==> src/sv/styled_dda_line_stepper_unit_defines.svh <==
// Assertion macros shared by the line stepper modules.
// Depends on nothing; included by files that carry concurrent checks.
`ifndef STYLED_DDA_LINE_STEPPER_UNIT_DEFINES_SVH
`define STYLED_DDA_LINE_STEPPER_UNIT_DEFINES_SVH

// Same-cycle implication, masked while reset is high
`define SDLS_ASSERT_IMP(lbl, clk, rst, ante, cons, msg) \
   lbl: assert property (@(posedge clk) disable iff (rst) (ante) |-> (cons)) \
      else $error(msg);

// Next-cycle implication, masked while reset is high
`define SDLS_ASSERT_NXT(lbl, clk, rst, ante, cons, msg) \
   lbl: assert property (@(posedge clk) disable iff (rst) (ante) |=> (cons)) \
      else $error(msg);

`endif

==> src/sv/sdls_pkg.sv <==
// Shared constants, register codes and control structs for the line stepper.
// Depends on nothing; imported by all files but the macro header.
package sdls_pkg;

   // Default geometry
   localparam int COORD_BITS_DEF = 12;
   localparam int FRAC_BITS_DEF  = 16;

   // Configuration register widths and reset values
   localparam int STYLE_BITS = 2;
   localparam int DOT_BITS   = 5;
   localparam int DASH_BITS  = 4;
   localparam int CSR_INDEX_BITS = 2;
   localparam int CSR_DATA_BITS  = 5;

   localparam logic [DOT_BITS-1:0]  DOT_PERIOD_RST  = DOT_BITS'(20);
   localparam logic [DASH_BITS-1:0] DASH_PERIOD_RST = DASH_BITS'(15);

   // Register indexes
   localparam logic [CSR_INDEX_BITS-1:0] CSR_LINE_STYLE  = 2'd0;
   localparam logic [CSR_INDEX_BITS-1:0] CSR_DOT_PERIOD  = 2'd1;
   localparam logic [CSR_INDEX_BITS-1:0] CSR_DASH_PERIOD = 2'd2;

   // Line style codes
   localparam logic [STYLE_BITS-1:0] STYLE_SIMPLE = 2'd0;
   localparam logic [STYLE_BITS-1:0] STYLE_DOTTED = 2'd1;
   localparam logic [STYLE_BITS-1:0] STYLE_DASHED = 2'd2;
   localparam logic [STYLE_BITS-1:0] STYLE_THICK  = 2'd3;

   // Action codes of an input word
   localparam logic ACT_START = 1'b0;
   localparam logic ACT_STEP  = 1'b1;

   // Commands from controller to datapath
   typedef struct packed {
      logic start;       // load a new line, emit its start pixel
      logic step;        // advance one step or report an idle step
      logic out_load;    // capture a result word
      logic div_step;    // one restoring division iteration on both lanes
      logic div_finish;  // apply signs and store increments
   } sdls_cmd_type;

   // Status from datapath to controller
   typedef struct packed {
      logic len_zero;    // start word has equal endpoints
   } sdls_status_type;

endpackage

==> src/sv/sdls_datapath.sv <==
// Datapath: config registers, line setup, two-lane restoring divider,
// accumulators, style counters and the result register. Depends on sdls_pkg.
module sdls_datapath import sdls_pkg::*; #(
   parameter int COORD_BITS = COORD_BITS_DEF,
   parameter int FRAC_BITS  = FRAC_BITS_DEF
) (
   input  logic                         clock,
   input  logic                         reset,
   input  sdls_cmd_type                 cmd,
   output sdls_status_type              status,
   input  logic signed [COORD_BITS-1:0] x_start,
   input  logic signed [COORD_BITS-1:0] y_start,
   input  logic signed [COORD_BITS-1:0] x_end,
   input  logic signed [COORD_BITS-1:0] y_end,
   input  logic                         csr_we,
   input  logic [CSR_INDEX_BITS-1:0]    csr_index,
   input  logic [CSR_DATA_BITS-1:0]     csr_data,
   output logic signed [COORD_BITS-1:0] pixel_x,
   output logic signed [COORD_BITS-1:0] pixel_y,
   output logic                         plotted,
   output logic                         wide_point,
   output logic                         last_pixel,
   output logic                         idle_step
);

   localparam int ACC_BITS  = COORD_BITS + FRAC_BITS + 1;
   localparam int NUM_BITS  = COORD_BITS + FRAC_BITS + 1;
   localparam int INC_BITS  = FRAC_BITS + 2;
   localparam int QUO_BITS  = FRAC_BITS + 1;
   localparam int STEP_BITS = COORD_BITS + 1;
   localparam logic [ACC_BITS-1:0] HALF_LSB =
      {{(ACC_BITS-FRAC_BITS){1'b0}}, 1'b1, {(FRAC_BITS-1){1'b0}}};

   // Pixel of an accumulator, truncated toward zero
   function automatic logic [COORD_BITS-1:0] trunc_pix(input logic [ACC_BITS-1:0] a);
      logic [COORD_BITS:0] whole;
      logic [COORD_BITS:0] sum;
      logic                bump;
      whole = a[ACC_BITS-1:FRAC_BITS];
      bump  = a[ACC_BITS-1] & (|a[FRAC_BITS-1:0]);
      sum   = whole + {{COORD_BITS{1'b0}}, bump};
      return sum[COORD_BITS-1:0];
   endfunction

   // Configuration
   logic [STYLE_BITS-1:0] style_ff;
   logic [DOT_BITS-1:0]   dot_per_ff;
   logic [DASH_BITS-1:0]  dash_per_ff;

   // Line state
   logic [ACC_BITS-1:0]  acc_x_ff, acc_y_ff;
   logic [INC_BITS-1:0]  inc_x_ff, inc_y_ff;
   logic [STEP_BITS-1:0] idx_ff, total_ff;
   logic [DOT_BITS-1:0]  dot_cnt_ff;
   logic [DASH_BITS-1:0] dash_cnt_ff;
   logic                 dash_off_ff;
   logic                 active_ff;

   // Divider state
   logic                  neg_x_ff, neg_y_ff;
   logic [COORD_BITS-1:0] rem_x_ff, rem_y_ff;
   logic [QUO_BITS-1:0]   quo_x_ff, quo_y_ff;

   // Result register
   logic [COORD_BITS-1:0] pix_x_ff, pix_y_ff;
   logic                  plot_ff, wide_ff, last_ff, idle_ff;

   // Setup signals
   logic [COORD_BITS:0]   dx, dy, mag_x, mag_y;
   logic [COORD_BITS-1:0] len_x, len_y, len;
   logic [NUM_BITS-1:0]   num_x, num_y;

   // Divider signals
   logic [COORD_BITS-1:0] divisor;
   logic [COORD_BITS:0]   trial_x, trial_y, diff_x, diff_y;
   logic                  ge_x, ge_y;

   // Step signals
   logic [ACC_BITS-1:0]   sum_x, sum_y, rnd_x, rnd_y, acc_next_x, acc_next_y;
   logic [COORD_BITS:0]   rpix_x, rpix_y;
   logic [COORD_BITS-1:0] step_pix_x, step_pix_y;
   logic [STEP_BITS-1:0]  idx_next;
   logic                  last_step;
   logic [DOT_BITS:0]     dot_sum;
   logic [DOT_BITS-1:0]   dot_lim;
   logic                  dot_hit;
   logic [DASH_BITS:0]    dash_sum;
   logic [DASH_BITS-1:0]  dash_lim;
   logic                  dash_wrap;
   logic                  dash_off_next;
   logic                  step_plot;

   // Line setup: deltas, span and rounded dividends
   always_comb begin
      dx    = {x_end[COORD_BITS-1], x_end} - {x_start[COORD_BITS-1], x_start};
      dy    = {y_end[COORD_BITS-1], y_end} - {y_start[COORD_BITS-1], y_start};
      mag_x = dx[COORD_BITS] ? -dx : dx;
      mag_y = dy[COORD_BITS] ? -dy : dy;
      len_x = mag_x[COORD_BITS-1:0];
      len_y = mag_y[COORD_BITS-1:0];
      len   = (len_x >= len_y) ? len_x : len_y;
      num_x = {1'b0, len_x, {FRAC_BITS{1'b0}}} + NUM_BITS'(len >> 1);
      num_y = {1'b0, len_y, {FRAC_BITS{1'b0}}} + NUM_BITS'(len >> 1);
      status.len_zero = (len == '0);
   end

   // Restoring division: shift one dividend bit in, subtract when it fits
   always_comb begin
      divisor = total_ff[COORD_BITS-1:0];
      trial_x = {rem_x_ff, quo_x_ff[QUO_BITS-1]};
      trial_y = {rem_y_ff, quo_y_ff[QUO_BITS-1]};
      diff_x  = trial_x - {1'b0, divisor};
      diff_y  = trial_y - {1'b0, divisor};
      ge_x    = trial_x >= {1'b0, divisor};
      ge_y    = trial_y >= {1'b0, divisor};
   end

   // Step: advance, snap to the nearest integer on the last step
   always_comb begin
      sum_x = acc_x_ff + {{(ACC_BITS-INC_BITS){inc_x_ff[INC_BITS-1]}}, inc_x_ff};
      sum_y = acc_y_ff + {{(ACC_BITS-INC_BITS){inc_y_ff[INC_BITS-1]}}, inc_y_ff};
      rnd_x = sum_x + HALF_LSB;
      rnd_y = sum_y + HALF_LSB;
      rpix_x = rnd_x[ACC_BITS-1:FRAC_BITS];
      rpix_y = rnd_y[ACC_BITS-1:FRAC_BITS];
      idx_next  = idx_ff + STEP_BITS'(1);
      last_step = (idx_next >= total_ff);
      acc_next_x = last_step ? {rpix_x, {FRAC_BITS{1'b0}}} : sum_x;
      acc_next_y = last_step ? {rpix_y, {FRAC_BITS{1'b0}}} : sum_y;
      step_pix_x = last_step ? rpix_x[COORD_BITS-1:0] : trunc_pix(sum_x);
      step_pix_y = last_step ? rpix_y[COORD_BITS-1:0] : trunc_pix(sum_y);
   end

   // Style counters; a zero period acts as one
   always_comb begin
      dot_lim   = (dot_per_ff == '0) ? DOT_BITS'(1) : dot_per_ff;
      dot_sum   = {1'b0, dot_cnt_ff} + (DOT_BITS+1)'(1);
      dot_hit   = (dot_sum >= {1'b0, dot_lim});
      dash_lim  = (dash_per_ff == '0) ? DASH_BITS'(1) : dash_per_ff;
      dash_sum  = {1'b0, dash_cnt_ff} + (DASH_BITS+1)'(1);
      dash_wrap = (dash_sum >= {1'b0, dash_lim});
      dash_off_next = dash_off_ff ^ dash_wrap;
      case (style_ff)
         STYLE_DOTTED: step_plot = dot_hit;
         STYLE_DASHED: step_plot = !dash_off_next;
         default:      step_plot = 1'b1;
      endcase
   end

   // Config and line state
   always_ff @(posedge clock) begin
      if (reset) begin
         style_ff    <= STYLE_SIMPLE;
         dot_per_ff  <= DOT_PERIOD_RST;
         dash_per_ff <= DASH_PERIOD_RST;
         acc_x_ff    <= '0;
         acc_y_ff    <= '0;
         inc_x_ff    <= '0;
         inc_y_ff    <= '0;
         idx_ff      <= '0;
         total_ff    <= '0;
         dot_cnt_ff  <= '0;
         dash_cnt_ff <= '0;
         dash_off_ff <= 1'b0;
         active_ff   <= 1'b0;
      end else begin
         if (csr_we) begin
            case (csr_index)
               CSR_LINE_STYLE:  style_ff    <= csr_data[STYLE_BITS-1:0];
               CSR_DOT_PERIOD:  dot_per_ff  <= csr_data[DOT_BITS-1:0];
               CSR_DASH_PERIOD: dash_per_ff <= csr_data[DASH_BITS-1:0];
               default: ;
            endcase
         end
         if (cmd.start) begin
            acc_x_ff    <= {x_start[COORD_BITS-1], x_start, {FRAC_BITS{1'b0}}};
            acc_y_ff    <= {y_start[COORD_BITS-1], y_start, {FRAC_BITS{1'b0}}};
            inc_x_ff    <= '0;
            inc_y_ff    <= '0;
            idx_ff      <= '0;
            total_ff    <= {1'b0, len};
            dot_cnt_ff  <= '0;
            dash_cnt_ff <= '0;
            dash_off_ff <= 1'b0;
            active_ff   <= !status.len_zero;
         end else if (cmd.step && active_ff) begin
            acc_x_ff    <= acc_next_x;
            acc_y_ff    <= acc_next_y;
            idx_ff      <= idx_next;
            dot_cnt_ff  <= dot_hit ? '0 : dot_sum[DOT_BITS-1:0];
            dash_cnt_ff <= dash_wrap ? '0 : dash_sum[DASH_BITS-1:0];
            dash_off_ff <= dash_off_next;
            active_ff   <= !last_step;
         end
         if (cmd.div_finish) begin
            inc_x_ff <= neg_x_ff ? -{1'b0, quo_x_ff} : {1'b0, quo_x_ff};
            inc_y_ff <= neg_y_ff ? -{1'b0, quo_y_ff} : {1'b0, quo_y_ff};
         end
      end
   end

   // Divider lanes: load on start, iterate on command
   always_ff @(posedge clock) begin
      if (cmd.start) begin
         neg_x_ff <= dx[COORD_BITS];
         neg_y_ff <= dy[COORD_BITS];
         rem_x_ff <= num_x[NUM_BITS-1:QUO_BITS];
         rem_y_ff <= num_y[NUM_BITS-1:QUO_BITS];
         quo_x_ff <= num_x[QUO_BITS-1:0];
         quo_y_ff <= num_y[QUO_BITS-1:0];
      end else if (cmd.div_step) begin
         rem_x_ff <= ge_x ? diff_x[COORD_BITS-1:0] : trial_x[COORD_BITS-1:0];
         rem_y_ff <= ge_y ? diff_y[COORD_BITS-1:0] : trial_y[COORD_BITS-1:0];
         quo_x_ff <= {quo_x_ff[QUO_BITS-2:0], ge_x};
         quo_y_ff <= {quo_y_ff[QUO_BITS-2:0], ge_y};
      end
   end

   // Capture the result word
   always_ff @(posedge clock) begin
      if (cmd.out_load) begin
         if (cmd.start) begin
            pix_x_ff <= x_start;
            pix_y_ff <= y_start;
            plot_ff  <= 1'b1;
            wide_ff  <= (style_ff == STYLE_THICK);
            last_ff  <= status.len_zero;
            idle_ff  <= 1'b0;
         end else if (active_ff) begin
            pix_x_ff <= step_pix_x;
            pix_y_ff <= step_pix_y;
            plot_ff  <= step_plot;
            wide_ff  <= (style_ff == STYLE_THICK);
            last_ff  <= last_step;
            idle_ff  <= 1'b0;
         end else begin
            pix_x_ff <= trunc_pix(acc_x_ff);
            pix_y_ff <= trunc_pix(acc_y_ff);
            plot_ff  <= 1'b0;
            wide_ff  <= 1'b0;
            last_ff  <= 1'b0;
            idle_ff  <= 1'b1;
         end
      end
   end

   assign pixel_x    = pix_x_ff;
   assign pixel_y    = pix_y_ff;
   assign plotted    = plot_ff;
   assign wide_point = wide_ff;
   assign last_pixel = last_ff;
   assign idle_step  = idle_ff;

endmodule

==> config.mk <==
export PLATFORM = sky130hd
export DESIGN_NAME = sdls_datapath
export DESIGN_NICKNAME = d
export VERILOG_FILES = /design/src/sv/styled_dda_line_stepper_unit_defines.svh /design/src/sv/sdls_pkg.sv /design/src/sv/sdls_datapath.sv
export SDC_FILE = /design/constraint.sdc
export NUM_CORES = 1
export LEC_CHECK = 0
export ABC_CLOCK_PERIOD_IN_PS = 7300
export BUFFER_PORTS_ARGS = -buffer_cell sky130_fd_sc_hd__buf_4
export CORE_MARGIN = 3
export CORE_UTILIZATION = 50
export CTS_CLUSTER_SIZE = 30
export DETAILED_ROUTE_END_ITERATION = 8
export HOLD_SLACK_MARGIN = 0.1
export PLACE_DENSITY = 0.67
export SLEW_MARGIN = 20
export SYNTH_ARGS = -nofsm -noshare
export SYNTH_HDL_FRONTEND = slang
export SYNTH_SLANG_ARGS = --single-unit
export TNS_END_PERCENT = 20
==> constraint.sdc <==
create_clock -name clock -period 7.3 [get_ports clock]
set_input_delay 1.46 -clock clock [delete_from_list [all_inputs] [get_ports clock]]
set_output_delay 1.46 -clock clock [all_outputs]
set_load 0.02 [all_outputs]
# Yosys cells after proc, flatten, opt, wreduce, memory -nomap -nowiden
# Cells that the tools add are included.
[op_classes] n_addsub=21 magnitude_cmp=6 eq_ne=5 muxes=43 bitwise_logic=5 reduce_logical=19
[ops] cell="$mux W12" count=15
[ops] cell="$mux W29" count=6
[ops] cell="$mux W18" count=5
[ops] cell="$mux W17" count=4
[ops] cell="$reduce_or A16 Y1" count=4
[ops] cell="$add A28 B11 Y29" count=2
[ops] cell="$add A29 B16 Y29 const B" count=2
[ops] cell="$add A29 B29 Y29" count=2
[ops] cell="$add A12 B1 Y12" count=4
[ops] cell="$ge A13 B12 Y1" count=3
[ops] cell="$neg A17 Y18" count=2
[ops] cell="$sub A12 B12 Y13" count=2
[ops] cell="$neg A12 Y12" count=2
[ops] cell="$sub A12 B12 Y12" count=2
[ops] cell="$add A13 B1 Y13 const B" count=1
[ops] cell="$ge A12 B12 Y1" count=1
[ops] cell="$logic_not A12 Y1" count=1
[ops] cell="$mux W5" count=2
[ops] cell="$mux W1" count=8
[ops] cell="$mux W4" count=2
[ops] cell="$add A5 B1 Y6 const B" count=1
[ops] cell="$eq A2 B2 Y1 const B" count=3
[ops] cell="$ge A6 B5 Y1" count=1
[ops] cell="$reduce_and A2 Y1" count=3
[ops] cell="13 further kinds" count=21
[word_totals] regBits=229 input_bits=63 out_inout_bits=29

# Logic depth before layout (Yosys ltp)
[logic_depth] ltp_word=8 depth_mapped=23

# Worst setup path before layout
# Ideal clock, no wire load.
[synth_timing] path_kind="input -> output" start="in x_end[0]" end="out status" arrival_ns=5.734 path_slack_ns=0.106 path_stages=20 path_cell_list="inv_1 > ha_1 > fa_1 > nand2b_1 > a21oi_1 > a21oi_1 > a211oi_1 > inv_1 > o41a_1 > a21o_1 > xor2_1 > inv_1 > ha_1 > or2_2 > o22ai_1 > clkbuf_1 > nand2_1 > nor2_1 > nand4_1 > a21oi_1"
[synth_between] elab_chain_cells=6
[synth_rtl] element="start: declaration" line_no="sdls_datapath.sv:13" text="input logic signed [COORD_BITS-1:0] x_end,"
[synth_rtl] element="$sub A12 B12 Y13 (*)" line_no="sdls_datapath.sv:95" text="dx = {x_end[COORD_BITS-1], x_end} - {x_start[COORD_BITS-1], x_start};"
[synth_rtl] element="$neg A12 Y12" line_no="sdls_datapath.sv:97" text="mag_x = dx[COORD_BITS] ? -dx : dx;"
[synth_rtl] element="$mux W12 (*)" line_no="sdls_datapath.sv:97"
[synth_rtl] element="$ge A12 B12 Y1" line_no="sdls_datapath.sv:101" text="len = (len_x >= len_y) ? len_x : len_y;"
[synth_rtl] element="$mux W12 (*)" line_no="sdls_datapath.sv:101"
[synth_rtl] element="$logic_not A12 Y1 (*)" line_no="sdls_datapath.sv:104" text="status.len_zero = (len == '0);"
[synth_rtl] element="end: declaration" line_no="sdls_datapath.sv:10" text="output sdls_status_type status,"
# Every way passes the cells marked *; elsewhere a longest branch is shown, timed or not.

# Worst setup path in the final report
[layout_timing] start="in y_start[2]" end="out status"
[layout_between] elab_chain_cells=6
[layout_rtl] element="start: declaration" line_no="sdls_datapath.sv:12" text="input logic signed [COORD_BITS-1:0] y_start,"
[layout_rtl] element="$sub A12 B12 Y13 (*)" line_no="sdls_datapath.sv:96" text="dy = {y_end[COORD_BITS-1], y_end} - {y_start[COORD_BITS-1], y_start};"
[layout_rtl] element="$neg A12 Y12" line_no="sdls_datapath.sv:98" text="mag_y = dy[COORD_BITS] ? -dy : dy;"
[layout_rtl] element="$mux W12 (*)" line_no="sdls_datapath.sv:98"
[layout_rtl] element="$ge A12 B12 Y1" line_no="sdls_datapath.sv:101"
[layout_rtl] element="$mux W12 (*)" line_no="sdls_datapath.sv:101"
[layout_rtl] element="$logic_not A12 Y1 (*)" line_no="sdls_datapath.sv:104"
# Marks and branches as above.

==> impl_metrics.ini <==
[timing]
finalHoldViolations = 0
fin_ws_ns = 0.108
period_share = 0.985
finalSetupViolCount = 0
relSlewSlack = 0.320
slew_violations = 0
fmax_mhz = 139
post-route-min-period_ns = 7.19
tns_ns = 0
finalClockSkew_ns = 0.0257
worst_pin_slew_ns = 1.01

[floorplanning]
rows = 70
chipHeight_um = 199
initial_core_util = 0.507
core_mm2 = 0.0367
boundaryPins = 92
die_w_um = 199
die_area_mm2 = 0.0396

[clock_tree]
htreeDepth = 1
worstSkewPairLatency_ns = 0.57
clock-sinks = 229
cts_root_buf = clkbuf_16
cts.hold.buffers_added = 0
cts_made_buffers = 28
cts_tree = yes
clkSlewWorstSetupHoldPaths_ns = 0.06
clockBufferDepth = 3

[hold_path]
hold-path-endpoint = total_ff[5]$_SDFFE_PP0P_
min_from = total_ff[5]$_SDFFE_PP0P_
hold_class = reg2reg
holdPathStages = 2

[place]
placed_area_mm2 = 0.0199
place.gp.congestion = 0.937
dp_hpwl_um = 42900
io_buffers = 91
place_ws_ns = 0.138

[global_route]
grt_max_degree = 74
grt_pass1_wl_um = 88100
grt_pass1_vias = 16323
antenna_found_initial = 0
grt_overflow_total = 0
track_usage = 0.277

[final_layout]
num-fill-cells = 3421
regArea_mm2 = 0.00547
final_area_mm2 = 0.0210
finish.utilization = 0.571
nets = 2570
layout-drive-gt1-share = 0.115
syn_to_final_growth_pct = 12.5
multi_input_area_mm2 = 0.0125
diodes = 0

[synth]
synth_seq_cells = 229
synthFlopType = dfxtp_1
ys_async_sr_fraction = 0
synth_top_cell_by_area = dfxtp_1
syn_area_mm2 = 0.0186
synthTopCellsByArea = dfxtp_1 (15%), edfxtp_1 (14%), ha_1 (11%), a21oi_1 (5.3%), xnor2_1 (5.1%)
synth.top_cell.area_share = 0.152
seq_area_frac_synth = 0.294
synth-edff-count = 88
syn_area_per_cell_um2 = 8.19
synthDistinctLibCells = 90
synth.net_count = 2498
syn_inst = 2272
synth_warnings = 0

[route]
vias = 17389
wl_per_cell_um = 19.8
drc = 0
wl_met1_um = 25500
initialDrtViolationCount = 1446
wl_met2_um = 25200
first_pass_iters = 5
highest_layer = met4
ant_nets = 0
via_per_inst = 6.14
routed_wirelength_um = 56100
wl_met3_um = 4130

[setup_path]
r2r_cells = 16
crit_path_max_fanout = 7
worstSetupEndpointType = output port
cp.required_ns = 5.84
r2r_slack_ns = 2.42
cp-start-kind = primary input
worst-setup-path-type = in2out
arrival_ns = 5.73
rr_startpoint = inc_x_ff[17]$_SDFFE_PP0P_
reg2reg_to = pixel_x[11]$_DFFE_PP_

[power]
powerDensity_mw_per_mm2 = 271
switchingPower_mw = 2.21
switching_share = 0.389
p_int_mw = 3.46
ir_worst_vdd_uv = 227
total_power_mw = 5.67
power_frac_clock = 0.248
p_comb_frac = 0.438
pwr-share-seq = 0.314
p_leak_nw = 8.75

[outcome]
run_status = finished clean

[run]
maxCapViolations = 0
cell usage in the layout (no fill, tap or decap), types with 74 or more instances in the layout:
| master | instances |
|---|---|
| nand3_1 | 74 |
| inv_1 | 108 |
| ha_1 | 156 |
| xnor2_1 | 109 |
| a21oi_1 | 196 |
| o21ai_0 | 115 |
| nor2_1 | 199 |
| buf_4 | 143 |
| nand2_1 | 200 |
| dfxtp_1 | 141 |
| xor2_1 | 76 |
| edfxtp_1 | 88 |
critical path: stages:
cell and delay, ns:
buf_4 0.13, clkinvlp_4 0.16, ha_2 0.34, nor2b_1 0.15
o31a_1 0.36, o22ai_1 0.23, o21ai_0 0.15, xor2_1 0.18
or4_1 0.64, a311oi_2 0.36, a211oi_4 0.09, ha_1 0.21
or2_2 0.28, o22ai_2 0.12, buf_4 0.18, nand2_1 0.07
nor2_1 0.10, nand4_1 0.13, a21oi_2 0.21, buf_4 0.17
logic make-up (layout without fill, tap and decap cells):
group                    count (synthesis)  count (layout)  share of synthesized area
adder cells (fa/ha/maj)                163             163                      0.112
flip-flops                             229             229                      0.294
buffers and inverters                  214             308                     0.0433
AND/OR/NAND/NOR                        782             782                      0.209
multiplexers                            29              29                     0.0161
XOR/XNOR                               187             187                     0.0890
AO/OA/AOI/OAI                          668             668                      0.237
what timing repair did:
action,4_1_cts,5_1_grt
buffers inserted,0,3
resized for setup,0,27
endpoints found under the setup margin,0,1
per-layer routing:
layer	up-vias	global-route usage
met5	-	0
li1	8504	-
met3	78	0.0498
met1	8272	0.393
met2	535	0.442
met4	0	0.0617
state kept, by name (all words and copies together) (netlist names), 2 cells and up:
signal,flops
pixel_x,12
dash_cnt_ff,4
inc_x_ff,18
rem_x_ff,12
total_ff,12
quo_y_ff,17
idx_ff,13
style_ff,2
dot_per_ff,5
dot_cnt_ff,5
dash_per_ff,4
inc_y_ff,18
pixel_y,12
acc_x_ff,29
acc_y_ff,29
quo_x_ff,17
rem_y_ff,12
worst max-delay path by stage:
stage,from,end,cells after the start
global route,y_start[2],status,20
global placement,y_start[0],status,19
detailed placement,y_start[0],status,19
finish,y_start[2],status,20
floorplan,x_end[0],status,20
CTS,y_start[0],status,19
Yosys cell counts, drive strengths merged (24+ instances only):
cell,n
and3,50
dfxtp,141
nor2b,34
o21a,26
xnor2,109
nor2,199
or3,28
inv,111
a21oi,198
nand2b,25
a31oi,28
clkbuf,87
xor2,78
edfxtp,88
nand4,31
nand2,202
a211oi,34
a22oi,27
nor3,45
nand3,76
ha,157
o21ai,123
a21o,43
o211ai,24
cell type report:
cell class	instances	area share
inverter	113	0.0204
multi-input combinational	1829	0.595
sequential	229	0.261
clock buffer	30	0.0348
timing repair buffer	143	0.0512
clock inverter	22	0.00955
tap	468	0.0279
power by group through the flow:
stage                     logic (mW)  registers (mW)  clock network, mW
after floorplan                 1.74            1.75                  0
after global placement          2.39            1.79                  0
after detailed placement        2.44            1.80                  0
after CTS                       2.46            1.78               1.43
after global routing            2.76            1.81               1.48
final                           2.49            1.78               1.41
per-stage QoR:
step                hold slack (ns)  cells
floorplan                     0.444   2272
global placement              0.453   2779
detailed placement            0.458   2779
CTS                           0.467   2831
global route                  0.495   2834
finish                        0.468   2834
Note: power is estimated with default switching activity, not from simulation.
