[config.mk]
export PLATFORM = sky130hd
export DESIGN_NAME = sdls_ctrl
export DESIGN_NICKNAME = d
export VERILOG_FILES = /design/src/sv/sdls_pkg.sv /design/src/sv/sdls_ctrl.sv
export VERILOG_INCLUDE_DIRS = /design/src /design/src/sv
export SDC_FILE = /design/constraint.sdc
export NUM_CORES = 1
export LEC_CHECK = 0
export BUFFER_PORTS_ARGS = -buffer_cell sky130_fd_sc_hd__buf_2
export CORE_AREA = 2 2 39 41
export DETAILED_ROUTE_END_ITERATION = 12
export DIE_AREA = 0 0 41 43
export GPL_TIMING_DRIVEN = 0
export PLACE_DENSITY = 0.59
export SETUP_SLACK_MARGIN = 0.5
export SYNTH_ARGS = -nofsm -noshare
export SYNTH_HDL_FRONTEND = slang
export SYNTH_SLANG_ARGS = --single-unit
[constraint.sdc]
create_clock -name clock -period 1.8 [get_ports clock]
set_clock_uncertainty 0.15 [all_clocks]
set_input_delay 0.36 -clock clock [delete_from_list [all_inputs] [get_ports clock]]
set_output_delay 0.36 -clock clock [all_outputs]
set_load 0.005 [all_outputs]
[src/sv/styled_dda_line_stepper_unit_defines.svh]
// Assertion macros shared by the line stepper modules.
// Depends on nothing; included by files that carry concurrent checks.
`ifndef STYLED_DDA_LINE_STEPPER_UNIT_DEFINES_SVH
`define STYLED_DDA_LINE_STEPPER_UNIT_DEFINES_SVH

// Same-cycle implication, masked while reset is high
`define SDLS_ASSERT_IMP(lbl, clk, rst, ante, cons, msg) \
   lbl: assert property (@(posedge clk) disable iff (rst) (ante) |-> (cons)) \
      else $error(msg);

// Next-cycle implication, masked while reset is high
`define SDLS_ASSERT_NXT(lbl, clk, rst, ante, cons, msg) \
   lbl: assert property (@(posedge clk) disable iff (rst) (ante) |=> (cons)) \
      else $error(msg);

`endif

[src/sv/sdls_pkg.sv]
// Shared constants, register codes and control structs for the line stepper.
// Depends on nothing; imported by all files but the macro header.
package sdls_pkg;

   // Default geometry
   localparam int COORD_BITS_DEF = 12;
   localparam int FRAC_BITS_DEF  = 16;

   // Configuration register widths and reset values
   localparam int STYLE_BITS = 2;
   localparam int DOT_BITS   = 5;
   localparam int DASH_BITS  = 4;
   localparam int CSR_INDEX_BITS = 2;
   localparam int CSR_DATA_BITS  = 5;

   localparam logic [DOT_BITS-1:0]  DOT_PERIOD_RST  = DOT_BITS'(20);
   localparam logic [DASH_BITS-1:0] DASH_PERIOD_RST = DASH_BITS'(15);

   // Register indexes
   localparam logic [CSR_INDEX_BITS-1:0] CSR_LINE_STYLE  = 2'd0;
   localparam logic [CSR_INDEX_BITS-1:0] CSR_DOT_PERIOD  = 2'd1;
   localparam logic [CSR_INDEX_BITS-1:0] CSR_DASH_PERIOD = 2'd2;

   // Line style codes
   localparam logic [STYLE_BITS-1:0] STYLE_SIMPLE = 2'd0;
   localparam logic [STYLE_BITS-1:0] STYLE_DOTTED = 2'd1;
   localparam logic [STYLE_BITS-1:0] STYLE_DASHED = 2'd2;
   localparam logic [STYLE_BITS-1:0] STYLE_THICK  = 2'd3;

   // Action codes of an input word
   localparam logic ACT_START = 1'b0;
   localparam logic ACT_STEP  = 1'b1;

   // Commands from controller to datapath
   typedef struct packed {
      logic start;       // load a new line, emit its start pixel
      logic step;        // advance one step or report an idle step
      logic out_load;    // capture a result word
      logic div_step;    // one restoring division iteration on both lanes
      logic div_finish;  // apply signs and store increments
   } sdls_cmd_type;

   // Status from datapath to controller
   typedef struct packed {
      logic len_zero;    // start word has equal endpoints
   } sdls_status_type;

endpackage

[src/sv/sdls_ctrl.sv]
// Controller: request acceptance, result register valid and divider sequencing.
// Depends on sdls_pkg and the assertion macro header.
`include "styled_dda_line_stepper_unit_defines.svh"

module sdls_ctrl import sdls_pkg::*; #(
   parameter int FRAC_BITS = FRAC_BITS_DEF
) (
   input  logic            clock,
   input  logic            reset,
   input  logic            req_valid,
   input  logic            req_action,
   output logic            req_ready,
   input  logic            rsp_ready,
   output logic            rsp_valid,
   input  sdls_status_type status,
   output sdls_cmd_type    cmd
);

   localparam int CNT_BITS = $clog2(FRAC_BITS + 1);
   localparam logic [CNT_BITS-1:0] CNT_LAST = CNT_BITS'(FRAC_BITS);

   localparam logic [1:0] ST_IDLE = 2'd0;
   localparam logic [1:0] ST_DIV  = 2'd1;
   localparam logic [1:0] ST_FIN  = 2'd2;

   logic [1:0]          state_ff, state_in;
   logic [CNT_BITS-1:0] cnt_ff, cnt_in;
   logic                rsp_valid_ff, rsp_valid_in;
   logic                slot_free;
   logic                accept;

   // Accept only in idle out of reset, if the result word is empty or taken this cycle
   assign slot_free = !rsp_valid_ff || rsp_ready;
   assign req_ready = !reset && (state_ff == ST_IDLE) && slot_free;
   assign accept    = req_valid && req_ready;
   assign rsp_valid = rsp_valid_ff;

   // Issue commands
   always_comb begin
      cmd.start      = accept && (req_action == ACT_START);
      cmd.step       = accept && (req_action == ACT_STEP);
      cmd.out_load   = accept;
      cmd.div_step   = (state_ff == ST_DIV);
      cmd.div_finish = (state_ff == ST_FIN);
   end

   // Sequence the divider: one quotient bit per cycle, then the finish state
   always_comb begin
      state_in = state_ff;
      cnt_in   = cnt_ff;
      case (state_ff)
         ST_IDLE: begin
            if (cmd.start && !status.len_zero) begin
               state_in = ST_DIV;
               cnt_in   = '0;
            end
         end
         ST_DIV: begin
            if (cnt_ff == CNT_LAST) begin
               state_in = ST_FIN;
               cnt_in   = '0;
            end else begin
               cnt_in = cnt_ff + CNT_BITS'(1);
            end
         end
         ST_FIN: begin
            state_in = ST_IDLE;
            cnt_in   = '0;
         end
         default: begin
            state_in = ST_IDLE;
            cnt_in   = '0;
         end
      endcase
   end

   // Hold a result word until taken
   always_comb begin
      if (accept) begin
         rsp_valid_in = 1'b1;
      end else if (rsp_ready) begin
         rsp_valid_in = 1'b0;
      end else begin
         rsp_valid_in = rsp_valid_ff;
      end
   end

   always_ff @(posedge clock) begin
      if (reset) begin
         state_ff     <= ST_IDLE;
         cnt_ff       <= '0;
         rsp_valid_ff <= 1'b0;
      end else begin
         state_ff     <= state_in;
         cnt_ff       <= cnt_in;
         rsp_valid_ff <= rsp_valid_in;
      end
   end

   `SDLS_ASSERT_NXT(a_start_divides, clock, reset, cmd.start && !status.len_zero,
      state_ff == ST_DIV && cnt_ff == '0, "line start did not enter division")
   `SDLS_ASSERT_IMP(a_busy_blocks, clock, reset, state_ff != ST_IDLE, !req_ready,
      "request taken while dividing")
   `SDLS_ASSERT_IMP(a_idle_count, clock, reset, state_ff == ST_IDLE, cnt_ff == '0,
      "iteration count not cleared in idle")
   `SDLS_ASSERT_IMP(a_finish_order, clock, reset, state_ff == ST_FIN,
      $past(state_ff) == ST_DIV && $past(cnt_ff) == CNT_LAST,
      "finish reached without full division")

endmodule

**Yosys cells after proc, flatten, opt, wreduce, memory -nomap -nowiden**

Cells that the tools add are included.

- Add/sub/neg operators: 1
- Equal/unequal tests: 5
- Muxes and demuxes: 8
- Bitwise operators: 1
- Reduce and logical (&&, ||, !) cells: 13

Operators by type and width:

| kind | number |
|---|---|
| two-way mux 5 bit | 2 |
| one-hot mux 5 bit (2 select lines) | 1 |
| logical AND 1 bit | 6 |
| adder 5 x 1 -> 5 bit, second input constant | 1 |
| equality test 5 bit, second input constant | 1 |
| two-way mux 2 bit | 2 |
| inequality test 2 x 1 -> 1 bit, second input constant | 2 |
| one-hot mux 2 bit (2 select lines) | 1 |
| zero test 1 bit | 3 |
| equality test 2 x 1 -> 1 bit, second input constant | 1 |
| equality test 2 bit, second input constant | 1 |
| zero test 2 bit | 1 |
| two-way mux 1 bit | 2 |
| AND reduction 2 bit | 1 |
| nonzero test 2 bit | 1 |
| logical OR 1 bit | 1 |
| NOT 1 bit | 1 |

- Bits in registers: 8
- Logic and storage cells: 31

**Longest topological paths before layout**

Gate-level depths: netlist of the first run.

- Depth after elaboration: 8
- Gate-level depth with buffers: 5
- Mapped depth without buffers: 5

**Worst setup path after synthesis of the first run**

Ideal clock, no wire load.

- Path type: register -> output
- Start: reg state_ff[1]
- End: out cmd[3] in the netlist's numbering
- Arrival time: 0.915 ns
- Data required time: 1.290 ns
- Path slack: 0.375 ns
- Stages on the path, launching flop included: 5
- Buffers on the path: 0
- Cells stage by stage: dfxtp_1 nor3_1 nand3_1 inv_1 and2_1

RTL lines:

| element | RTL line | source |
|---|---|---|
| from (decl) | sdls_ctrl.sv:26 | `logic [1:0] state_ff, state_in;` |
| from (signal assigned) | sdls_ctrl.sv:94 | `state_ff <= state_in;` |
| to (decl) | sdls_ctrl.sv:16 | `output sdls_cmd_type cmd` |

==> results of run 1 <==
==> kinds of logic (layout without fill, tap and decap cells) <==
kind of cell,after synthesis,in the layout
compound gates,9,9
xor+xnor,2,2
fa+ha+maj,2,2
buf+inv,5,24
flops,8,8
simple gates,23,23
==> metrics by stage <==
stage | hold WS [ps] | std cells | power [mW]
3_3_place_gp | 328.1 | 77 | 0.2393
3_5_place_dp | 329.1 | 77 | 0.2396
6_report | 219.0 | 84 | 0.3855
5_1_grt | 221.0 | 84 | 0.4053
2_1_floorplan | 279.1 | 49 | 0.2190
4_1_cts | 203.3 | 81 | 0.3850
==> per-layer routing <==
metal | share of wire [%] | up-vias
met5 | 0 | -
met4 | 0 | 0
met3 | 6.0 | 0
met2 | 49 | 15
met1 | 45 | 178
li1 | - | 212
==> cell usage in the layout, fill, tap and decap left out, drive strengths merged, types with 2 or more instances in the layout <==
master and n:
xor2 2, ha 2, nand3 3, dfxtp 8, a21o 2, nand2b 3, o2bb2ai 2, buf 18
inv 3, and2 2, nor3 2, clkbuf 3, nand2 2, nor2 3
==> state kept, by name, summed over array words and instances, names as in the netlist <==
name,cells
state_ff,2
cnt_ff,5
rsp_valid,1
==> power by group through the flow <==
stage | clock network, mW | registers, mW | logic [mW]
after floorplan | 0 | 0.189 | 0.0298
after detailed placement | 0 | 0.189 | 0.0504
after global placement | 0 | 0.189 | 0.0499
after global routing | 0.148 | 0.185 | 0.0717
final | 0.135 | 0.185 | 0.0663
after CTS | 0.145 | 0.184 | 0.0557
==> timing repair <==
| item | in CTS | in global routing |
|---|---|---|
| pin swaps | 6 | 3 |
| endpoints found under the setup margin | 11 | 13 |
| endpoints found under the hold margin | 0 | 0 |
| setup buffers | 1 | 3 |
| resized for setup | 7 | 5 |
==> worst max path at each step <==
stage	startpoint	endpoint	slack, ps	cells after the start
finish	state_ff[1]$_SDFFE_PP0P_	cmd[3]	80	5
global route	state_ff[1]$_SDFFE_PP0P_	cmd[3]	30	5
CTS	state_ff[1]$_SDFFE_PP0P_	cmd[3]	70	5
detailed placement	reset	cmd[3]	150	6
global placement	reset	cmd[3]	160	6
floorplan	reset	cmd[3]	450	4
==> final cells by class <==
type	count	area (um2)	area share [%]
Sequential cell	8	167.7	25.72
Buffer	2	15.01	2.303
Timing Repair Buffer	16	108.9	16.70
Clock buffer	3	22.52	3.455
Inverter	3	11.26	1.727
Tap cell	16	20.02	3.071
Multi-Input combinational cell	36	306.5	47.02
==> worst register-to-register path: stages, from the launching register on <==
cell and delay (ps):
dfxtp_4 350, buf_4 150, or3_4 340, a31oi_4 230, a22o_1 170
==> impl_metrics.json, run 1 <==
{
  "outcome": "completed",
  "fp.dieArea_um2": 1763,
  "htreeDepth": 1,
  "async_flop_share_pct": 0,
  "synth_compound_area_share_pct": 17.58,
  "grt_pass1_vias": 351,
  "grt_use_met3_pct": 6.283,
  "synth_common_cells": "8 x dfxtp_1, 3 x inv_1, 3 x nand2b_1, 3 x nand3_1, 3 x nor2_1",
  "max-cap-violations": 0,
  "track_usage_pct": 11.97,
  "grt_overflow": 0,
  "io_buffers": 12,
  "post-place-ws_ps": 148.5,
  "p_sw_uw": 90.65,
  "synth_simple_gate_area_share_pct": 32.14,
  "reg2reg_slack_ps": 350,
  "clk_pin_slew_ps": 50,
  "row_count": 14,
  "fmax_ghz": 0.5808,
  "post-route-period-util_pct": 95.65,
  "busiest_layer": "met2",
  "dieHeight_um": 43,
  "nFillCells": 141,
  "setup_viol": 0,
  "via_per_inst": 4.821,
  "grt_setup_unrepaired": "yes",
  "numCtsBuffers": 3,
  "start_util_pct": 32.91,
  "vias": 405,
  "antenna_cells": 0,
  "cp_slowest_cell": "dfxtp_4",
  "reg2regPathDepth": 4,
  "crit_type": "reg2out",
  "min_to": "state_ff[0]$_SDFFE_PP0P_",
  "clock-sinks": 8,
  "drt_iter0_markers": 2,
  "slew_headroom_pct": 81.63,
  "synth_area_um2": 455.4,
  "met2_usage_pct": 16.88,
  "yosysMostFrequentCell": "dfxtp_1",
  "r2r_end": "cnt_ff[1]$_SDFFE_PP0P_",
  "postRouteWirelength_um": 896,
  "final_cell_area_um2": 651.9,
  "synth.distinct_cells": 26,
  "worstHoldPathCells": 2,
  "synth-seq-cells": 8,
  "ir_drop_v": 0.0003142,
  "routedWlPerCell_um": 10.67,
  "die_w_um": 41,
  "synth_area_per_cell_um2": 9.295,
  "cp.required_ps": 1290,
  "cts_tree": "built",
  "final_util_pct": 47.11,
  "synth_fp_nets": 57,
  "synth_top_family_by_area": "simple AND/OR/NAND/NOR gates",
  "drv_slew": 0,
  "min-delay-path-class": "in2reg",
  "ys_seq_area_share_pct": 35.16,
  "critPathBufInv": 2,
  "dp_hpwl_um": 630.5,
  "netSwitchingFraction_pct": 23.51,
  "routabilityCongestion": 0.6370,
  "tightest_slew_ps": 275.0,
  "r2r-start": "state_ff[1]$_SDFFE_PP0P_",
  "clockBufferDepth": 2,
  "area_growth_pct": 43.13,
  "synth_enable_flop_cells": 0,
  "power.internal_uw": 294.9,
  "pwr-share-comb_pct": 17.2,
  "syn_inst": 49,
  "synth_warnings": 0,
  "p_leak_nw": 0.2940,
  "hold_buffers": 0,
  "synth_top_area_share_pct": 35.16,
  "cp-end-kind": "primary output",
  "p_clk_share_pct": 34.9,
  "synthAdderAreaFrac_pct": 5.495,
  "max_stage_delay_ps": 350,
  "layout_setup_ws_ps": 78.29,
  "core_um2": 1384,
  "ctsRootBufferMaster": "clkbuf_4",
  "cp.arrival_ps": 1210,
  "cp-start-kind": "flip-flop",
  "worstSkewPairLatency_ps": 250,
  "synth_xor_area_share_pct": 3.846,
  "post-route-min-period_ps": 1722,
  "ios": 13,
  "synth_area_leaders": "dfxtp_1 35%, ha_1 5.5%, a31oi_4 4.7%, nand2b_1 4.1%, o2bb2ai_1 3.8%",
  "ant_nets": 0,
  "crit_path_cell_trace": "nor3_4 -> nand3_2 -> inv_2 -> and2_4 -> buf_6",
  "cp_max_fo": 3,
  "nets": 78,
  "dr.pass1.iters": 2,
  "hold_viol": 0,
  "placed_area_um2": 560.5,
  "power.density_nw_per_um2": 591.4,
  "antenna_found_initial": 0,
  "seqPwrFrac_pct": 47.9,
  "drive_gt1_share_pct": 52.94,
  "synth_top_area_cell": "dfxtp_1",
  "muxShareOfSynthArea_pct": 0,
  "critPathTopFamily": "simple AND/OR/NAND/NOR gates",
  "drc_errors": 0,
  "finalSetupTns_ps": 0,
  "hp-start": "reset",
  "grt_max_degree": 8,
  "grt_util_met1_pct": 14.24,
  "grt_pass1_wl_mm": 1.359,
  "synthFlopType": "dfxtp_1"
}
Power figures use the tool's default switching activity.
==> run 2: changes to the inputs <==
==> constraint.sdc (replaced) <==
create_clock -name clock -period 2.1 [get_ports clock]
set_clock_uncertainty 0.15 [all_clocks]
set_input_delay 0.42 -clock clock [delete_from_list [all_inputs] [get_ports clock]]
set_output_delay 0.42 -clock clock [all_outputs]
set_load 0.005 [all_outputs]
==> run 2 against run 1 <==
  * Global-route usage hardly changed
  * Die area stayed put
  * Setup slack better by 260 ps
  * Critical path type unchanged
  * Critical endpoint unchanged
  * Largest power group unchanged
==> impl_metrics.json, run 2 (synthesis results as in run 1) <==
{
  "tightest_slew_ps": 286.1,
  "crit_path_cell_trace": "nor3_4 -> nand3_2 -> inv_2 -> and2_1 -> buf_2",
  "post-route-period-util_pct": 84.10,
  "ctsRootBufferMaster": "clkbuf_4",
  "vias": 396,
  "outcome": "completed",
  "hold_buffers": 0,
  "max-cap-violations": 0,
  "netSwitchingFraction_pct": 23.97,
  "post-place-ws_ps": 257.0,
  "cp-start-kind": "flip-flop",
  "dp_hpwl_um": 636.1,
  "power.internal_uw": 243.4,
  "track_usage_pct": 11.96,
  "power.density_nw_per_um2": 537.6,
  "layout_setup_ws_ps": 333.8,
  "max_stage_delay_ps": 350,
  "regMostFlops": "cnt_ff",
  "drive_gt1_share_pct": 41.54,
  "nets": 75,
  "grt_max_degree": 8,
  "ant_nets": 0,
  "drv_slew": 0,
  "p_sw_uw": 76.76,
  "antenna_cells": 0,
  "grt_setup_unrepaired": "yes",
  "core_um2": 1384,
  "worstSkewPairLatency_ps": 250,
  "grt_pass1_vias": 368,
  "fp.dieArea_um2": 1763,
  "clock-sinks": 8,
  "cp_slowest_cell": "dfxtp_4",
  "final_common_cell": "buf_2",
  "final_cell_mix": "11 x buf_2, 6 x dfxtp_1, 3 x nor2_1, 3 x buf_4, 3 x clkbuf_4",
  "ir_drop_v": 0.0001914,
  "dieHeight_um": 43,
  "slew_headroom_pct": 80.89,
  "numCtsBuffers": 3,
  "io_buffers": 12,
  "seqPwrFrac_pct": 49.1,
  "cp.arrival_ps": 1200,
  "postRouteWirelength_um": 884,
  "fmax_ghz": 0.5662,
  "cp.required_ps": 1530,
  "setup_viol": 0,
  "finalSetupTns_ps": 0,
  "htreeDepth": 1,
  "clockBufferDepth": 2,
  "cp-end-kind": "primary output",
  "area_growth_pct": 30.77,
  "post-route-min-period_ps": 1766,
  "drt_iter0_markers": 3,
  "start_util_pct": 32.91,
  "row_count": 14,
  "largest_reg_flops": 5,
  "grt_overflow": 0,
  "grt_pass1_wl_mm": 1.435,
  "min-delay-path-class": "in2reg",
  "clk_pin_slew_ps": 50,
  "routedWlPerCell_um": 10.91,
  "dr.pass1.iters": 3,
  "antenna_found_initial": 0,
  "cp_max_fo": 3,
  "ios": 13,
  "cts_tree": "built",
  "drc_errors": 0,
  "die_w_um": 41,
  "p_leak_nw": 0.2644,
  "crit_type": "reg2out",
  "hold_viol": 0,
  "p_clk_share_pct": 36.7,
  "via_per_inst": 4.889,
  "pwr-share-comb_pct": 14.1,
  "routabilityCongestion": 0.6134
}
## run 2: cell types whose count changed in the layout (fill, tap and decap cells not counted), sizes merged
cell and delta:
buf -3
## run 2: critical path, delay by kind of cell, from the launching register on
family,cells,cell delay [ps]
AND/OR/NAND/NOR,3,430
flip-flops,1,350
buffers and inverters,2,170
## run 2: area by class of cell
type / instances / area, um2
fillers: 134 / 788.3
multi-input cells: 36 / 287.8
plain buffers: 2 / 15.01
repair buffers: 13 / 73.82
flip-flops and latches: 8 / 165.2
well taps: 16 / 20.02
inverters: 3 / 11.26
clock buffers: 3 / 22.52
## run 2: path summary, 6_finish.rpt
path	from	to	slack [ps]	depth (start not counted)
max	state_ff[0]$_SDFFE_PP0P_	cmd[3]	330	5
min	reset	state_ff[0]$_SDFFE_PP0P_	270	2
max reg2reg	state_ff[0]$_SDFFE_PP0P_	cnt_ff[1]$_SDFFE_PP0P_	650	4
min reg2reg	cnt_ff[4]$_SDFFE_PP0P_	cnt_ff[4]$_SDFFE_PP0P_	350	1
## run 2: per-stage QoR
| step | hold WS, ps | cells | util [%] | instance area, um2 | power, mW |
|---|---|---|---|---|---|
| after floorplan | 329.5 | 49 | - | 455.4 | 0.1829 |
| after global placement | 345.2 | 77 | 38.70 | 535.5 | 0.1994 |
| after detailed placement | 347.1 | 77 | 38.70 | 535.5 | 0.1998 |
| after CTS | 264.8 | 81 | 43.04 | 595.6 | 0.3249 |
| after global routing | 294.5 | 81 | 43.04 | 595.6 | 0.3388 |
| final | 273.9 | 81 | 43.04 | 595.6 | 0.3202 |
## run 2: power groups by stage
stage / Clock, mW / Combinational [mW] / Sequential, mW
2_1_floorplan: 0 / 0.0221 / 0.161
3_3_place_gp: 0 / 0.0384 / 0.161
3_5_place_dp: 0 / 0.0390 / 0.161
4_1_cts: 0.122 / 0.0458 / 0.157
5_1_grt: 0.131 / 0.0499 / 0.158
6_report: 0.118 / 0.0452 / 0.157
## run 2: per-layer routing
metal / global-route usage, % / part of all wire [%] / vias to the layer above
met4: 7.333 / 0.90 / 0
li1: - / - / 206
met5: 0 / 0 / -
met3: 3.665 / 4.8 / 2
met1: 13.87 / 46 / 175
met2: 18.13 / 49 / 13
## run 2: what timing repair did
action                     4_1_cts  5_1_grt
gates cloned                     0        0
pin swaps                        3        0
setup endpoints to repair        5        5
buffers inserted                 1        0
resized for setup                9        0
==> run 3: changes to the inputs <==
--- a/config.mk
+++ b/config.mk
@@ -11,7 +11,7 @@
 export DETAILED_ROUTE_END_ITERATION = 12
 export DIE_AREA = 0 0 41 43
 export GPL_TIMING_DRIVEN = 0
-export PLACE_DENSITY = 0.59
+export PLACE_DENSITY = 0.62
 export SETUP_SLACK_MARGIN = 0.5
 export SYNTH_ARGS = -nofsm -noshare
 export SYNTH_HDL_FRONTEND = slang
==> constraint.sdc (replaced) <==
create_clock -name clock -period 1.55 [get_ports clock]
set_clock_uncertainty 0.15 [all_clocks]
set_input_delay 0.31 -clock clock [delete_from_list [all_inputs] [get_ports clock]]
set_output_delay 0.31 -clock clock [all_outputs]
set_load 0.005 [all_outputs]
==> run 3 against run 2 <==
  * The flow now finishes with violations (negative setup slack)
  * Hold slack worse by 130 ps
  * Die area unchanged
  * Highest routed layer unchanged
  * Global-route usage up 1.5 points
  * Sequential cell count unchanged
  * Critical endpoint unchanged
  * Non-clock buffer count up 5
  * Clock power up 36%
==> impl_metrics.json, run 3 (synthesis results as in run 1) <==
{
  "core_um2": 1384,
  "htreeDepth": 1,
  "row_count": 14,
  "routabilityCongestion": 0.6738,
  "grt_overflow": 0,
  "antenna_cells": 0,
  "cp-start-kind": "flip-flop",
  "grt_pass1_vias": 380,
  "drive_gt1_share_pct": 64.29,
  "dr.pass1.iters": 4,
  "track_usage_pct": 13.43,
  "clock-sinks": 8,
  "netSwitchingFraction_pct": 24.45,
  "setup_viol": 5,
  "via_per_inst": 4.849,
  "crit_type": "reg2out",
  "cp_max_fo": 6,
  "final_cell_area_um2": 708.2,
  "cts_tree": "built",
  "total_power_uw": 448.0,
  "power.density_nw_per_um2": 632.7,
  "ios": 13,
  "dieHeight_um": 43,
  "dp_hpwl_um": 641.6,
  "p_sw_uw": 109.5,
  "outcome": "finished, violations left",
  "clk_pin_slew_ps": 60,
  "cp.required_ps": 1090,
  "grt_pass1_wl_mm": 1.511,
  "violations": "negative setup slack",
  "ant_nets": 0,
  "numCtsBuffers": 3,
  "min-delay-path-class": "in2reg",
  "grt_util_met1_pct": 15.74,
  "seqPwrFrac_pct": 47.7,
  "drv_slew": 0,
  "die_w_um": 41,
  "worstHoldPathCells": 2,
  "max-cap-violations": 0,
  "final_common_cell": "buf_2",
  "met2_usage_pct": 19.06,
  "ir_drop_v": 0.0004889,
  "grt_max_degree": 8,
  "post-route-min-period_ps": 1655,
  "finalSetupTns_ps": -244.2,
  "clockBufferDepth": 2,
  "whs_ps": 148.8,
  "drt_iter0_markers": 3,
  "largest_reg_flops": 5,
  "layout_setup_ws_ps": -105.2,
  "reg2regPathDepth": 5,
  "drc_errors": 0,
  "fp.dieArea_um2": 1763,
  "antenna_found_initial": 0,
  "nets": 80,
  "placed_area_um2": 578.1,
  "grt_setup_unrepaired": "yes",
  "worstSkewPairLatency_ps": 250,
  "hp-start": "reset",
  "grt_use_met3_pct": 3.141,
  "fmax_ghz": 0.6042,
  "power.internal_uw": 338.5,
  "regMostFlops": "cnt_ff",
  "reg2reg_slack_ps": 0,
  "post-route-period-util_pct": 106.8,
  "slew_headroom_pct": 81.83,
  "ctsRootBufferMaster": "clkbuf_4",
  "p_leak_nw": 0.3088,
  "start_util_pct": 32.91,
  "routedWlPerCell_um": 10.78,
  "cp-end-kind": "primary output",
  "io_buffers": 12,
  "min_to": "state_ff[0]$_SDFFE_PP0P_",
  "pwr-share-comb_pct": 16.6,
  "r2r-start": "state_ff[1]$_SDFFE_PP0P_",
  "busiest_layer": "met2",
  "p_clk_share_pct": 35.7,
  "postRouteWirelength_um": 927,
  "critPathLaunch": "state_ff[0]$_SDFFE_PP0P_",
  "tightest_slew_ps": 272.0,
  "final_cell_mix": "9 x buf_2, 6 x buf_4, 5 x buf_6",
  "hold_buffers": 0,
  "r2r_end": "cnt_ff[1]$_SDFFE_PP0P_",
  "area_growth_pct": 55.49,
  "hold_viol": 0,
  "cp.arrival_ps": 1200,
  "vias": 417
}
-- run 3: metal layers --
metal	share of wire, %	wire length [um]
met3	3.3	31
met4	2.7	25
met1	45	415
met5	0	0
met2	49	453
-- run 3: repair_timing --
item / CTS / global route
endpoints found under the hold margin: 0 / 0
resized for setup: 10 / 5
pin swaps: 9 / 8
setup buffers: 3 / 3
setup endpoints to repair: 14 / 15
-- run 3: area by class of cell --
type | instances | area, um2
Inverter | 3 | 11.26
Tap cell | 16 | 20.02
Fill cell | 125 | 675.6
Timing Repair Buffer | 18 | 131.4
Buffer | 2 | 15.01
Clock buffer | 3 | 22.52
Sequential cell | 8 | 171.4
Multi-Input combinational cell | 36 | 336.6
-- run 3: per-stage QoR --
stage                     setup WS, ps  utilization (%)  cells
after floorplan                  289.4                -     49
after global placement           4.164            41.77     77
after detailed placement         11.87            41.77     77
after CTS                       -113.5            47.83     83
after global routing            -205.4            51.18     86
final                           -105.2            51.18     86
-- run 3: critical path, stage by stage (launching register included) --
cell     delay [ps]
dfxtp_2         350
nor3_4          200
nand3_2         110
inv_2            70
and2_4          130
buf_6            80
-- run 3: worst max-delay path by stage --
stage              to  slack (ps)  cells after the start
3_5_place_dp   cmd[3]          10                      6
3_3_place_gp   cmd[3]           4                      6
4_1_cts        cmd[3]        -110                      5
6_report       cmd[3]        -110                      5
2_1_floorplan  cmd[3]         290                      4
5_1_grt        cmd[3]        -210                      5
-- run 3: power by group through the flow --
stage                     Sequential [mW]  Clock, mW  Combinational (mW)
final                               0.213      0.160              0.0744
after floorplan                     0.220          0              0.0367
after detailed placement            0.220          0              0.0607
after global routing                0.214      0.181              0.0823
after global placement              0.220          0              0.0600
after CTS                           0.213      0.169              0.0686
